$ cat src/sv/eig2_pkg.sv
// shared types and constants for the 2x2 eigenvalue core
package eig2_pkg;

    // radicand bits consumed by one square-root cell, which resolves one root bit
    localparam int BITS_PER_CELL = 2;

    // the discriminant uses four times the off-diagonal product
    localparam int OFFDIAG_SHIFT = 2;

    // control that travels alongside every pipeline slot
    typedef struct packed {
        logic valid;
        logic clamped;
    } t_ctl;

endpackage

$ cat src/sv/eig2_disc.sv
// trace and clamped discriminant, three register stages
module eig2_disc #(
    parameter int ENTRY_WIDTH = 16
) (
    input  logic                         i_clk,
    input  logic                         i_rst_n,
    input  logic                         i_valid,
    output logic                         o_ready,
    input  logic signed [ENTRY_WIDTH-1:0] i_a00,
    input  logic signed [ENTRY_WIDTH-1:0] i_a01,
    input  logic signed [ENTRY_WIDTH-1:0] i_a10,
    input  logic signed [ENTRY_WIDTH-1:0] i_a11,
    input  logic                         i_ready,
    output eig2_pkg::t_ctl               o_ctl,
    output logic signed [ENTRY_WIDTH:0]  o_b,
    output logic [2*ENTRY_WIDTH+1:0]     o_rad
);
    import eig2_pkg::*;

    localparam int W      = ENTRY_WIDTH;
    localparam int DISC_W = 2 * W + 3;

    logic r_v1, r_v2, r_v3;
    logic w_en1, w_en2, w_en3;

    logic signed [W:0]       r_b1, r_b2, r_b3;
    logic signed [W:0]       r_dif;
    logic signed [2*W-1:0]   r_p1, r_p2;
    logic signed [2*W+1:0]   r_sq;
    logic [2*W+1:0]          r_rad;
    logic                    r_clamped;

    logic signed [2*W-1:0]   w_p;
    logic signed [2*W+1:0]   w_sq;
    logic signed [DISC_W-1:0] w_disc;

    // a stage moves when it is empty or its successor moves
    assign w_en3   = !r_v3 || i_ready;
    assign w_en2   = !r_v2 || w_en3;
    assign w_en1   = !r_v1 || w_en2;
    assign o_ready = w_en1;

    assign w_p  = i_a01 * i_a10;
    assign w_sq = r_dif * r_dif;
    // (a00 - a11)^2 + 4*a01*a10 equals b*b - 4*det exactly
    assign w_disc = {r_sq[2*W+1], r_sq} + {r_p2[2*W-1], r_p2, {OFFDIAG_SHIFT{1'b0}}};

    always_ff @(posedge i_clk) begin
        if (!i_rst_n) begin
            r_v1 <= 1'b0;
            r_v2 <= 1'b0;
            r_v3 <= 1'b0;
        end else begin
            if (w_en1) r_v1 <= i_valid;
            if (w_en2) r_v2 <= r_v1;
            if (w_en3) r_v3 <= r_v2;
        end
    end

    always_ff @(posedge i_clk) begin
        if (w_en1) begin
            r_b1  <= {i_a00[W-1], i_a00} + {i_a11[W-1], i_a11};
            r_dif <= {i_a00[W-1], i_a00} - {i_a11[W-1], i_a11};
            r_p1  <= w_p;
        end
        if (w_en2) begin
            r_b2 <= r_b1;
            r_sq <= w_sq;
            r_p2 <= r_p1;
        end
        if (w_en3) begin
            r_b3      <= r_b2;
            r_clamped <= w_disc[DISC_W-1];
            r_rad     <= w_disc[DISC_W-1] ? '0 : w_disc[2*W+1:0];
        end
    end

    assign o_ctl.valid   = r_v3;
    assign o_ctl.clamped = r_clamped;
    assign o_b           = r_b3;
    assign o_rad         = r_rad;

endmodule

$ cat src/sv/eig2_sqrt_cell.sv
// one digit cell of the pipelined square-root chain
module eig2_sqrt_cell #(
    parameter int ENTRY_WIDTH = 16
) (
    input  logic                         i_clk,
    input  logic                         i_rst_n,
    input  eig2_pkg::t_ctl               i_ctl,
    output logic                         o_ready,
    input  logic signed [ENTRY_WIDTH:0]  i_b,
    input  logic [2*ENTRY_WIDTH+1:0]     i_rad,
    input  logic [ENTRY_WIDTH+2:0]       i_rem,
    input  logic [ENTRY_WIDTH:0]         i_root,
    input  logic                         i_ready,
    output eig2_pkg::t_ctl               o_ctl,
    output logic signed [ENTRY_WIDTH:0]  o_b,
    output logic [2*ENTRY_WIDTH+1:0]     o_rad,
    output logic [ENTRY_WIDTH+2:0]       o_rem,
    output logic [ENTRY_WIDTH:0]         o_root
);
    import eig2_pkg::*;

    localparam int ROOT_W = ENTRY_WIDTH + 1;
    localparam int RAD_W  = 2 * ROOT_W;
    localparam int REM_W  = ROOT_W + 2;

    logic                    r_valid;
    logic                    r_clamped;
    logic signed [ROOT_W-1:0] r_b;
    logic [RAD_W-1:0]        r_rad;
    logic [REM_W-1:0]        r_rem;
    logic [ROOT_W-1:0]       r_root;

    logic [REM_W-1:0]        w_rem_sh;
    logic [REM_W-1:0]        w_trial;
    logic                    w_ge;
    logic [REM_W-1:0]        n_rem;
    logic [ROOT_W-1:0]       n_root;
    logic [RAD_W-1:0]        n_rad;

    assign o_ready = !r_valid || i_ready;

    // bring down the next two radicand bits and try root digit 1
    assign w_rem_sh = {i_rem[ROOT_W-1:0], i_rad[RAD_W-1 -: BITS_PER_CELL]};
    assign w_trial  = {i_root, {(BITS_PER_CELL-1){1'b0}}, 1'b1};
    assign w_ge     = (w_rem_sh >= w_trial);
    assign n_rem    = w_ge ? (w_rem_sh - w_trial) : w_rem_sh;
    assign n_root   = {i_root[ROOT_W-2:0], w_ge};
    assign n_rad    = {i_rad[RAD_W-BITS_PER_CELL-1:0], {BITS_PER_CELL{1'b0}}};

    always_ff @(posedge i_clk) begin
        if (!i_rst_n) begin
            r_valid <= 1'b0;
        end else if (o_ready) begin
            r_valid <= i_ctl.valid;
        end
    end

    always_ff @(posedge i_clk) begin
        if (o_ready) begin
            r_clamped <= i_ctl.clamped;
            r_b       <= i_b;
            r_rad     <= n_rad;
            r_rem     <= n_rem;
            r_root    <= n_root;
        end
    end

    assign o_ctl.valid   = r_valid;
    assign o_ctl.clamped = r_clamped;
    assign o_b           = r_b;
    assign o_rad         = r_rad;
    assign o_rem         = r_rem;
    assign o_root        = r_root;

endmodule

$ cat src/sv/eig2_out.sv
// final add, floor halving and output register
module eig2_out #(
    parameter int ENTRY_WIDTH = 16
) (
    input  logic                          i_clk,
    input  logic                          i_rst_n,
    input  eig2_pkg::t_ctl                i_ctl,
    output logic                          o_ready,
    input  logic signed [ENTRY_WIDTH:0]   i_b,
    input  logic [ENTRY_WIDTH:0]          i_root,
    input  logic                          i_m_ready,
    output logic                          o_valid,
    output logic signed [ENTRY_WIDTH+1:0] o_low,
    output logic signed [ENTRY_WIDTH+1:0] o_high,
    output logic                          o_clamped
);
    import eig2_pkg::*;

    localparam int W     = ENTRY_WIDTH;
    localparam int SUM_W = W + 3;

    logic                    r_valid;
    logic signed [W+1:0]     r_low;
    logic signed [W+1:0]     r_high;
    logic                    r_clamped;

    logic signed [SUM_W-1:0] w_b_ext;
    logic signed [SUM_W-1:0] w_s_ext;
    logic signed [SUM_W-1:0] w_low;
    logic signed [SUM_W-1:0] w_high;

    assign o_ready = !r_valid || i_m_ready;

    assign w_b_ext = {{2{i_b[W]}}, i_b};
    assign w_s_ext = {2'b00, i_root};
    assign w_low   = w_b_ext - w_s_ext;
    assign w_high  = w_b_ext + w_s_ext;

    always_ff @(posedge i_clk) begin
        if (!i_rst_n) begin
            r_valid <= 1'b0;
        end else if (o_ready) begin
            r_valid <= i_ctl.valid;
        end
    end

    // dropping the lsb of a two's complement sum rounds toward minus infinity
    always_ff @(posedge i_clk) begin
        if (o_ready) begin
            r_low     <= w_low[SUM_W-1:1];
            r_high    <= w_high[SUM_W-1:1];
            r_clamped <= i_ctl.clamped;
        end
    end

    assign o_valid   = r_valid;
    assign o_low     = r_low;
    assign o_high    = r_high;
    assign o_clamped = r_clamped;

endmodule

$ cat src/sv/eigenvalues_2x2_core.sv
// top level of the streaming 2x2 real matrix eigenvalue core
//
// slave channel: one transfer carries a full matrix, entries a00, a01, a10, a11
// in signed fixed point, packed from the low bits of i_s_tdata
// master channel: one transfer per matrix, the two eigenvalue halves
// (b - s)/2 and (b + s)/2 in o_m_tdata, smaller first, and o_m_tuser set
// when the discriminant came out negative and was forced to zero
// pipeline: 3 discriminant stages, ENTRY_WIDTH + 1 root cells, 1 output stage
// throughput: one matrix per cycle while the master side does not stall,
// set by the root chain that resolves one root bit per cell while every
// cell holds a different matrix
// stall: each stage advances when it is empty or its successor advances, so
// bubbles collapse and o_s_tready stays high until every slot is full;
// the output register holds its transfer stable until i_m_tready
// reset: synchronous active low clears all valid bits, no results pending;
// the data registers are not reset
module eigenvalues_2x2_core #(
    parameter int ENTRY_WIDTH = 16
) (
    input  logic i_clk,
    input  logic i_rst_n,
    // fields from bit 0 up: a00, a01, a10, a11, zero pad to whole bytes
    input  logic [((4*ENTRY_WIDTH+7)/8)*8-1:0] i_s_tdata,
    input  logic i_s_tvalid,
    output logic o_s_tready,
    // fields from bit 0 up: eig_low, eig_high, zero pad to whole bytes
    output logic [((2*(ENTRY_WIDTH+2)+7)/8)*8-1:0] o_m_tdata,
    // fields from bit 0 up: clamped
    output logic [0:0] o_m_tuser,
    output logic o_m_tvalid,
    input  logic i_m_tready
);
    import eig2_pkg::*;

    localparam int W          = ENTRY_WIDTH;
    localparam int ROOT_W     = W + 1;
    localparam int RAD_W      = 2 * ROOT_W;
    localparam int REM_W      = ROOT_W + 2;
    localparam int N_CELLS    = ROOT_W;
    localparam int OUT_W      = W + 2;
    localparam int OUT_DATA_W = ((2*OUT_W+7)/8)*8;

    // matrix entries unpacked from the input transfer
    logic signed [W-1:0] w_a00, w_a01, w_a10, w_a11;

    assign w_a00 = i_s_tdata[0*W +: W];
    assign w_a01 = i_s_tdata[1*W +: W];
    assign w_a10 = i_s_tdata[2*W +: W];
    assign w_a11 = i_s_tdata[3*W +: W];

    // slot k of the chain feeds root cell k; slot N_CELLS feeds the output stage
    t_ctl                w_ctl  [0:N_CELLS];
    logic signed [W:0]   w_b    [0:N_CELLS];
    logic [RAD_W-1:0]    w_rad  [0:N_CELLS];
    logic [REM_W-1:0]    w_rem  [0:N_CELLS];
    logic [ROOT_W-1:0]   w_root [0:N_CELLS];
    logic                w_rdy  [0:N_CELLS];

    logic signed [OUT_W-1:0] w_low;
    logic signed [OUT_W-1:0] w_high;
    logic                    w_clamped;

    // trace and discriminant front end
    eig2_disc #(
        .ENTRY_WIDTH(ENTRY_WIDTH)
    ) u_disc (
        .i_clk   (i_clk),
        .i_rst_n (i_rst_n),
        .i_valid (i_s_tvalid),
        .o_ready (o_s_tready),
        .i_a00   (w_a00),
        .i_a01   (w_a01),
        .i_a10   (w_a10),
        .i_a11   (w_a11),
        .i_ready (w_rdy[0]),
        .o_ctl   (w_ctl[0]),
        .o_b     (w_b[0]),
        .o_rad   (w_rad[0])
    );

    // the root and remainder start empty for each matrix
    assign w_rem[0]  = '0;
    assign w_root[0] = '0;

    // square-root chain, most significant root bit in the first cell
    for (genvar k = 0; k < N_CELLS; k++) begin : g_cell
        eig2_sqrt_cell #(
            .ENTRY_WIDTH(ENTRY_WIDTH)
        ) u_cell (
            .i_clk   (i_clk),
            .i_rst_n (i_rst_n),
            .i_ctl   (w_ctl[k]),
            .o_ready (w_rdy[k]),
            .i_b     (w_b[k]),
            .i_rad   (w_rad[k]),
            .i_rem   (w_rem[k]),
            .i_root  (w_root[k]),
            .i_ready (w_rdy[k+1]),
            .o_ctl   (w_ctl[k+1]),
            .o_b     (w_b[k+1]),
            .o_rad   (w_rad[k+1]),
            .o_rem   (w_rem[k+1]),
            .o_root  (w_root[k+1])
        );
    end

    // output stage doubles as the master-side register
    eig2_out #(
        .ENTRY_WIDTH(ENTRY_WIDTH)
    ) u_out (
        .i_clk     (i_clk),
        .i_rst_n   (i_rst_n),
        .i_ctl     (w_ctl[N_CELLS]),
        .o_ready   (w_rdy[N_CELLS]),
        .i_b       (w_b[N_CELLS]),
        .i_root    (w_root[N_CELLS]),
        .i_m_ready (i_m_tready),
        .o_valid   (o_m_tvalid),
        .o_low     (w_low),
        .o_high    (w_high),
        .o_clamped (w_clamped)
    );

    assign o_m_tdata = OUT_DATA_W'({w_high, w_low});
    assign o_m_tuser = w_clamped;

    // the whole radicand has been consumed at the end of the chain
    a_rad_consumed: assert property (@(posedge i_clk) disable iff (!i_rst_n)
        w_ctl[N_CELLS].valid |-> (w_rad[N_CELLS] == '0))
        else $error("radicand bits left over after last root cell");

    // a floor root leaves a remainder of at most twice the root
    a_rem_bound: assert property (@(posedge i_clk) disable iff (!i_rst_n)
        w_ctl[N_CELLS].valid |-> (w_rem[N_CELLS] <= {1'b0, w_root[N_CELLS], 1'b0}))
        else $error("square root remainder out of range");

    // the smaller eigenvalue never exceeds the larger one
    a_order: assert property (@(posedge i_clk) disable iff (!i_rst_n)
        o_m_tvalid |-> (w_low <= w_high))
        else $error("eigenvalue order violated");

    // a clamped discriminant gives a zero root, so both halves match
    a_clamp_equal: assert property (@(posedge i_clk) disable iff (!i_rst_n)
        (o_m_tvalid && w_clamped) |-> (w_low == w_high))
        else $error("clamped result with differing eigenvalues");

endmodule
$ cat config.mk
export PLATFORM = sky130hd
export DESIGN_NAME = eigenvalues_2x2_core
export DESIGN_NICKNAME = d
export VERILOG_FILES = /design/src/sv/eig2_pkg.sv /design/src/sv/eig2_disc.sv /design/src/sv/eig2_sqrt_cell.sv /design/src/sv/eig2_out.sv /design/src/sv/eigenvalues_2x2_core.sv
export SDC_FILE = /design/constraint.sdc
export NUM_CORES = 2
export LEC_CHECK = 0
export BUFFER_PORTS_ARGS = -buffer_cell sky130_fd_sc_hd__buf_2
export CAP_MARGIN = 30
export CORE_MARGIN = 3
export CORE_UTILIZATION = 40
export CTS_BUF_LIST = sky130_fd_sc_hd__clkbuf_16
export CTS_CLUSTER_SIZE = 28
export DETAILED_ROUTE_END_ITERATION = 12
export PLACE_DENSITY = 0.63
export SYNTH_ARGS = -nofsm -noshare
export SYNTH_HDL_FRONTEND = slang
export SYNTH_SLANG_ARGS = --single-unit
export TNS_END_PERCENT = 10
$ cat constraint.sdc
create_clock -name i_clk -period 18.2 [get_ports i_clk]
set_input_delay 1.82 -clock i_clk [delete_from_list [all_inputs] [get_ports i_clk]]
set_output_delay 1.82 -clock i_clk [all_outputs]
set_load 0.02 [all_outputs]
## Word level (Yosys, flattened, before mapping)

Cells that the tools add are included.

| storage, ports and cells | value |
|---|---|
| flip-flop bits (word level) | 1248 |
| input bits | 68 |

| cells by class | value |
|---|---|
| multiply operators | 2 |
| reduce and logical (&&, ||, !) cells | 42 |
| muxes and demuxes | 16 |
| add/sub/neg operators | 21 |
| order comparisons | 17 |

Operator list:

| cell | count |
|---|---|
| 2-to-1 mux 17 bit | 15 |
| adder 34 x 34 -> 35 bit | 1 |
| multiplier 17 x 17 -> 34 bit | 1 |
| multiplier 16 x 16 -> 32 bit | 1 |
| logical NOT 1 bit | 21 |
| logical OR 1 bit | 21 |
| adder 17 x 18 -> 19 bit | 1 |
| greater-or-equal comparator 19 x 10 -> 1 bit | 1 |
| greater-or-equal comparator 19 x 11 -> 1 bit | 1 |
| greater-or-equal comparator 19 x 12 -> 1 bit | 1 |
| greater-or-equal comparator 19 x 13 -> 1 bit | 1 |
| greater-or-equal comparator 19 x 14 -> 1 bit | 1 |
| greater-or-equal comparator 19 x 15 -> 1 bit | 1 |
| greater-or-equal comparator 19 x 16 -> 1 bit | 1 |
| greater-or-equal comparator 19 x 17 -> 1 bit | 1 |
| greater-or-equal comparator 19 x 18 -> 1 bit | 1 |
| greater-or-equal comparator 19 x 3 -> 1 bit | 1 |
| greater-or-equal comparator 19 x 4 -> 1 bit | 1 |
| greater-or-equal comparator 19 x 5 -> 1 bit | 1 |
| greater-or-equal comparator 19 x 6 -> 1 bit | 1 |
| greater-or-equal comparator 19 x 7 -> 1 bit | 1 |
| greater-or-equal comparator 19 x 8 -> 1 bit | 1 |
| greater-or-equal comparator 19 x 9 -> 1 bit | 1 |
| subtractor 17 x 18 -> 19 bit | 1 |
| 20 further kinds | 20 |

## Logic depth before layout (Yosys ltp)

| logic depth | value |
|---|---|
| word-level depth | 22 |
| depth in mapped cells | 26 |

## Modules after synthesis

A second synthesis with hierarchy kept.

| second synthesis, totals | value |
|---|---|
| cell total of the unflattened synthesis | 8180 |
| area, all modules | 102268.1 um^2 |

Modules (own cells, without submodules):

| module | area each (um^2) | seq. area each (um^2) | times used | cells an instance |
|---|---|---|---|---|
| eig2_sqrt_cell | 4119.0 | 2602.5 | 17 | 293 |
| eig2_disc | 29072.9 | 5975.7 | 1 | 2865 |
| eig2_out | 3139.3 | 1131.1 | 1 | 329 |
| eigenvalues_2x2_core | 33.8 | 0.0 | 1 | 5 |

## Worst setup path before layout

OpenSTA, ideal clock, no wires.

| timing path | value |
|---|---|
| path type | input to output |
| from | in i_m_tready |
| to | out o_s_tready |
| path slack | 8.377 ns |
| arrival time | 8.003 ns |
| required time | 16.380 ns |
| buffers on the path | 2 |
| cell stages on the path | 12 |
| cells stage by stage | and3b_1 -> buf_2 -> and4_1 -> and2_2 -> inv_1 -> nor3_1 -> and2_1 -> buf_2 -> nand4_1 -> nor2_1 -> and3_1 -> nand2_1 |

| on the way | value |
|---|---|
| cells in the longest elaborated chain, start to end | 21 |

RTL lines:

| what | RTL line | RTL |
|---|---|---|
| start, declared | eigenvalues_2x2_core.sv:31 | `input logic i_m_tready` |
| logical OR 1 bit | eig2_out.sv:32 | `assign o_ready = !r_valid \|\| i_m_ready;` |
| logical OR 1 bit (5 in series) | eig2_sqrt_cell.sv:40 | `assign o_ready = !r_valid \|\| i_ready;` |
| via g_cell[11].u_cell.i_ready | eig2_sqrt_cell.sv:13 | `input logic i_ready,` |
| logical OR 1 bit (11 in series) | eig2_sqrt_cell.sv:40 |  |
| via g_cell[0].u_cell.i_ready | eig2_sqrt_cell.sv:13 |  |
| logical OR 1 bit | eig2_sqrt_cell.sv:40 |  |
| logical OR 1 bit | eig2_disc.sv:38 | `assign w_en3 = !r_v3 \|\| i_ready;` |
| logical OR 1 bit | eig2_disc.sv:39 | `assign w_en2 = !r_v2 \|\| w_en3;` |
| logical OR 1 bit | eig2_disc.sv:40 | `assign w_en1 = !r_v1 \|\| w_en2;` |
| end, declared | eigenvalues_2x2_core.sv:25 | `output logic o_s_tready,` |

The timed path passes the listed nets, and every way through them passes these cells.

## Final worst setup path

| timing path | value |
|---|---|
| from | in i_s_tdata[33] |
| to | reg u_disc.r_p1[31], data pin |

| on the way | value |
|---|---|
| cells in the longest elaborated chain, start to end | 1 |

RTL lines:

| what | RTL line | RTL |
|---|---|---|
| start, declared | eigenvalues_2x2_core.sv:23 | `input logic [((4*ENTRY_WIDTH+7)/8)*8-1:0] i_s_tdata,` |
| multiplier 16 x 16 -> 32 bit | eig2_disc.sv:43 | `assign w_p = i_a01 * i_a10;` |
| via u_disc.w_p[31] | eig2_disc.sv:33 | `logic signed [2*W-1:0] w_p;` |
| end signal, assigned | eig2_disc.sv:64 | `r_p1 <= w_p;` |
| end, declared | eig2_disc.sv:28 | `logic signed [2*W-1:0] r_p1, r_p2;` |

The timed path passes the listed nets, and every way through them passes these cells.
A chain may end at the register's enable or synchronous reset.

==> run metrics <==
Synth Area in Simple Gates=9.18%; hold buffer count at CTS=0; detailed-router iteration count before antenna repair=5; setup repair after global routing missed its margin=false; DRC violation count after routing=0; horizontal extent of the die=429 um; synthesis warning total=0; via count of the first global-routing pass=42884; insertion delay of the later-clocked pin in the worst-skew pair=0.71 ns; overall overflow remaining after global route=0; Placed Instances=8128; compound-cell area share of the yosys netlist=6.74%; clock-pin slew of the registers on the worst-case setup and hold paths=0.06 ns; Highest Clock Rate=124 MHz; largest family of logic cells by synthesized area=adder cells; number of nets with antenna violations after routing=0; clock tree sinks=1224; number of gates resized after cts=0; total die area=0.184 sq mm; syn avg cell area=12.4 sq um; TritonCTS clock tree=done; worst clock skew on the final layout=0.0243 ns; Crit-path slowest cell=fa_1; y dimension of the die=429 um; distinct cell type count after synthesis=84; Min Clock Period, post-route=8.07 ns; class of the tightest hold or removal check=register to register; Synth Instances=5757; endpoints failing setup=0; netlist area before placement=0.0716 sq mm; Top cell by count, worst path=fa_1; count of buffers added by post-CTS timing repair for setup=0; number of top-level pins=111; number of standard-cell rows in the floorplan=154; Final #Nets=6950; internal reg-to-reg setup slack=10.62 ns; CP required=18.65 ns; number of buffers added by the clock tree synthesis step=116; run status=complete, no violations; primary flip-flop cell chosen by synthesis mapping=edfxtp_1; fraction of synthesized area in multiplexers=0.664%; DP HPWL=101000 um; filler-free cell count of the finished design=8346; commonest cells after routing, fill and taps aside=edfxtp_1 (1203), inv_1 (1025), fa_1 (532), ha_1 (444), nand2_1 (367); global-route wire length before repair=219000 um; most common cell after layout, fill and taps aside=edfxtp_1; final estimated routing congestion in global placement=0.851; max-slew violation count=0; Placed Instance Area=0.0749 sq mm; number of violations reported at the end of detailed-routing iteration 0=2249; number of maximum-capacitance constraint violations=0; wire length after detailed routing=132000 um; global router's overall resource usage=14.5%; P&R area growth vs syn=9.78%; post-route cell area=0.0786 sq mm; share of the synthesized netlist area taken by xor and xnor gates=3.84%; Crit path largest cell delay=0.59 ns; Period Utilization, post-route=44.3%; number of vias per cell after detailed routing=4.87; maximum buffer depth of the clock tree=3; biggest fanout along the worst timing path=16; number of antenna violations at the first check in global routing=3; I/O Buffers=106; endpoint kind of the worst setup timing path=register; Floorplan Core Area=0.177 sq mm; data arrival at the endpoint of the critical path=8.52 ns; Worst Setup Path Type=input port to register; number of flip-flops and latches in the synthesized netlist=1224; max_slew headroom=31.9%; proportion of synthesized chip area in sequential cells=51.0%; via count=40610; critical-path cell list=buf_2 > nand2_1 > fa_1 > fa_1 > fa_1 > fa_1 > inv_1 > fa_1 > inv_1 > fa_1 > inv_1 > ha_1 > and3_1 > a221oi_1 > a21boi_0 > o31ai_1 > o311ai_0 > nand4_1 > a31o_2 > a21oi_1 > xnor2_1; Synth async-reset ratio=0%; adder-cell share of the synthesized area=22.6%; Total Negative Setup Slacks=0 ns; clock tree root buffer cell=clkbuf_16; final hold vios=0; share of post-route cells with drive strength above 1=6.83%; count of flip-flops with a built-in enable after synthesis=1203; H-tree level count=3; Initial Util=40.4%; largest net degree at the start of global routing=67; transition at the pin with the smallest max-transition slack=1.02 ns; Wirelength per Cell=15.8 um; Worst Setup Start Kind=input port; fraction of the core area covered by cells at the end of the flow=44.4%
registers in the layout, indices dropped and copies added (netlist names):
| register | flops |
|---|---|
| u_disc.r_clamped | 1 |
| u_disc.o_b | 17 |
| u_disc.r_b2 | 16 |
| g_cell.u_cell.o_rem | 254 |
| u_disc.r_p2 | 32 |
| u_out.o_low | 18 |
| u_disc.r_sq | 33 |
| g_cell.u_cell.o_rad | 256 |
| u_disc.r_v1 | 1 |
| g_cell.u_cell.o_b | 289 |
| u_out.o_valid | 1 |
| g_cell.u_cell.o_root | 153 |
| u_disc.r_p1 | 32 |
| g_cell.u_cell.r_clamped | 17 |
| u_disc.r_dif | 17 |
| u_disc.r_v3 | 1 |
| u_out.o_high | 18 |
| u_disc.r_b1 | 16 |
| u_disc.r_v2 | 1 |
| g_cell.u_cell.r_valid | 17 |
| u_disc.o_rad | 33 |
| u_out.o_clamped | 1 |
worst paths after layout:
kind / start / endpoint / cells after the start
hold reg to reg: g_cell[8].u_cell.o_b[8] / g_cell[9].u_cell.o_b[8] / 0
setup / recovery: i_s_tdata[33] / u_disc.r_p1[31] / 21
hold / removal: g_cell[8].u_cell.o_b[8] / g_cell[9].u_cell.o_b[8] / 0
setup reg to reg: u_disc.r_dif[1] / u_disc.r_sq[33] / 23
worst max-delay path: cells and delay by family:
kind / cells / cell delay [ns]
fa+ha+maj: 7 / 3.47
compound gates: 6 / 2.13
simple gates: 3 / 0.53
buf+inv: 4 / 0.47
xor+xnor: 1 / 0.08
cell usage after synthesis, drive strengths merged, types with 9 or more instances:
cell type  count  area share, %
nor4          32           0.28
dfxtp         21           0.59
mux2          36           0.57
fa           532             15
and2         190            1.7
a31o          12           0.15
ha           444            7.8
a21oi        242            1.7
or2           25           0.22
nor3b         17           0.18
clkbuf        92           0.48
o21ai        151            1.1
nand4         30           0.26
xor2         102            1.2
o21bai        23           0.24
o21a          68           0.71
nor2b         75           0.66
a21o          66           0.69
xnor2        212            2.6
and3          25           0.22
edfxtp      1203             50
o31ai         25           0.27
a31oi         12           0.10
a211o          9           0.11
inv         1009            5.3
o31a          10           0.12
a211oi        24           0.27
a21boi        43           0.45
nor3          94           0.66
buf           14           0.11
or4           14           0.15
nand2b        52           0.45
or3           27           0.24
nand3         50           0.35
nor2         305            1.6
nand2        374            2.0
per-stage QoR:
| stage | setup WS (ns) | hold WS (ns) |
|---|---|---|
| 4_1_cts | 10.14 | 0.396 |
| 2_1_floorplan | 8.38 | 0.400 |
| 3_3_place_gp | 9.38 | 0.400 |
| 6_report | 10.13 | 0.399 |
| 5_1_grt | 9.68 | 0.403 |
| 3_5_place_dp | 9.37 | 0.405 |
per-layer routing:
| layer | up-vias | wire length [um] | track usage [%] |
|---|---|---|---|
| li1 | 19720 | - | - |
| met3 | 216 | 4340 | 2.00 |
| met1 | 20057 | 53700 | 17.3 |
| met4 | 2 | 3310 | 3.94 |
| met5 | - | 7 | 0 |
| met2 | 615 | 70200 | 27.3 |
final cells by class:
class	count	area (sq um)
diodes	3	7.51
fillers	15982	98500
repair buffers	133	746
flip-flops and latches	1224	36500
well taps	2340	2930
multi-input cells	3421	30900
inverters	1010	3790
clock buffers	117	2930
clock inverters	98	763
logic make-up (layout without fill, tap and decap cells):
family                     after synthesis  after routing
xor gates and xnor gates               314            314
and+or+nand+nor                       1335           1335
buffers and inverters                 1116           1358
adders and majority gates              976            976
other                                    1              8
AOI/OAI and AO/OA                      748            748
DFF                                   1224           1224
muxes                                   43             43
Power is not shown: default switching activity piles up to over one toggle a cycle in this logic, so the estimate is an artifact.
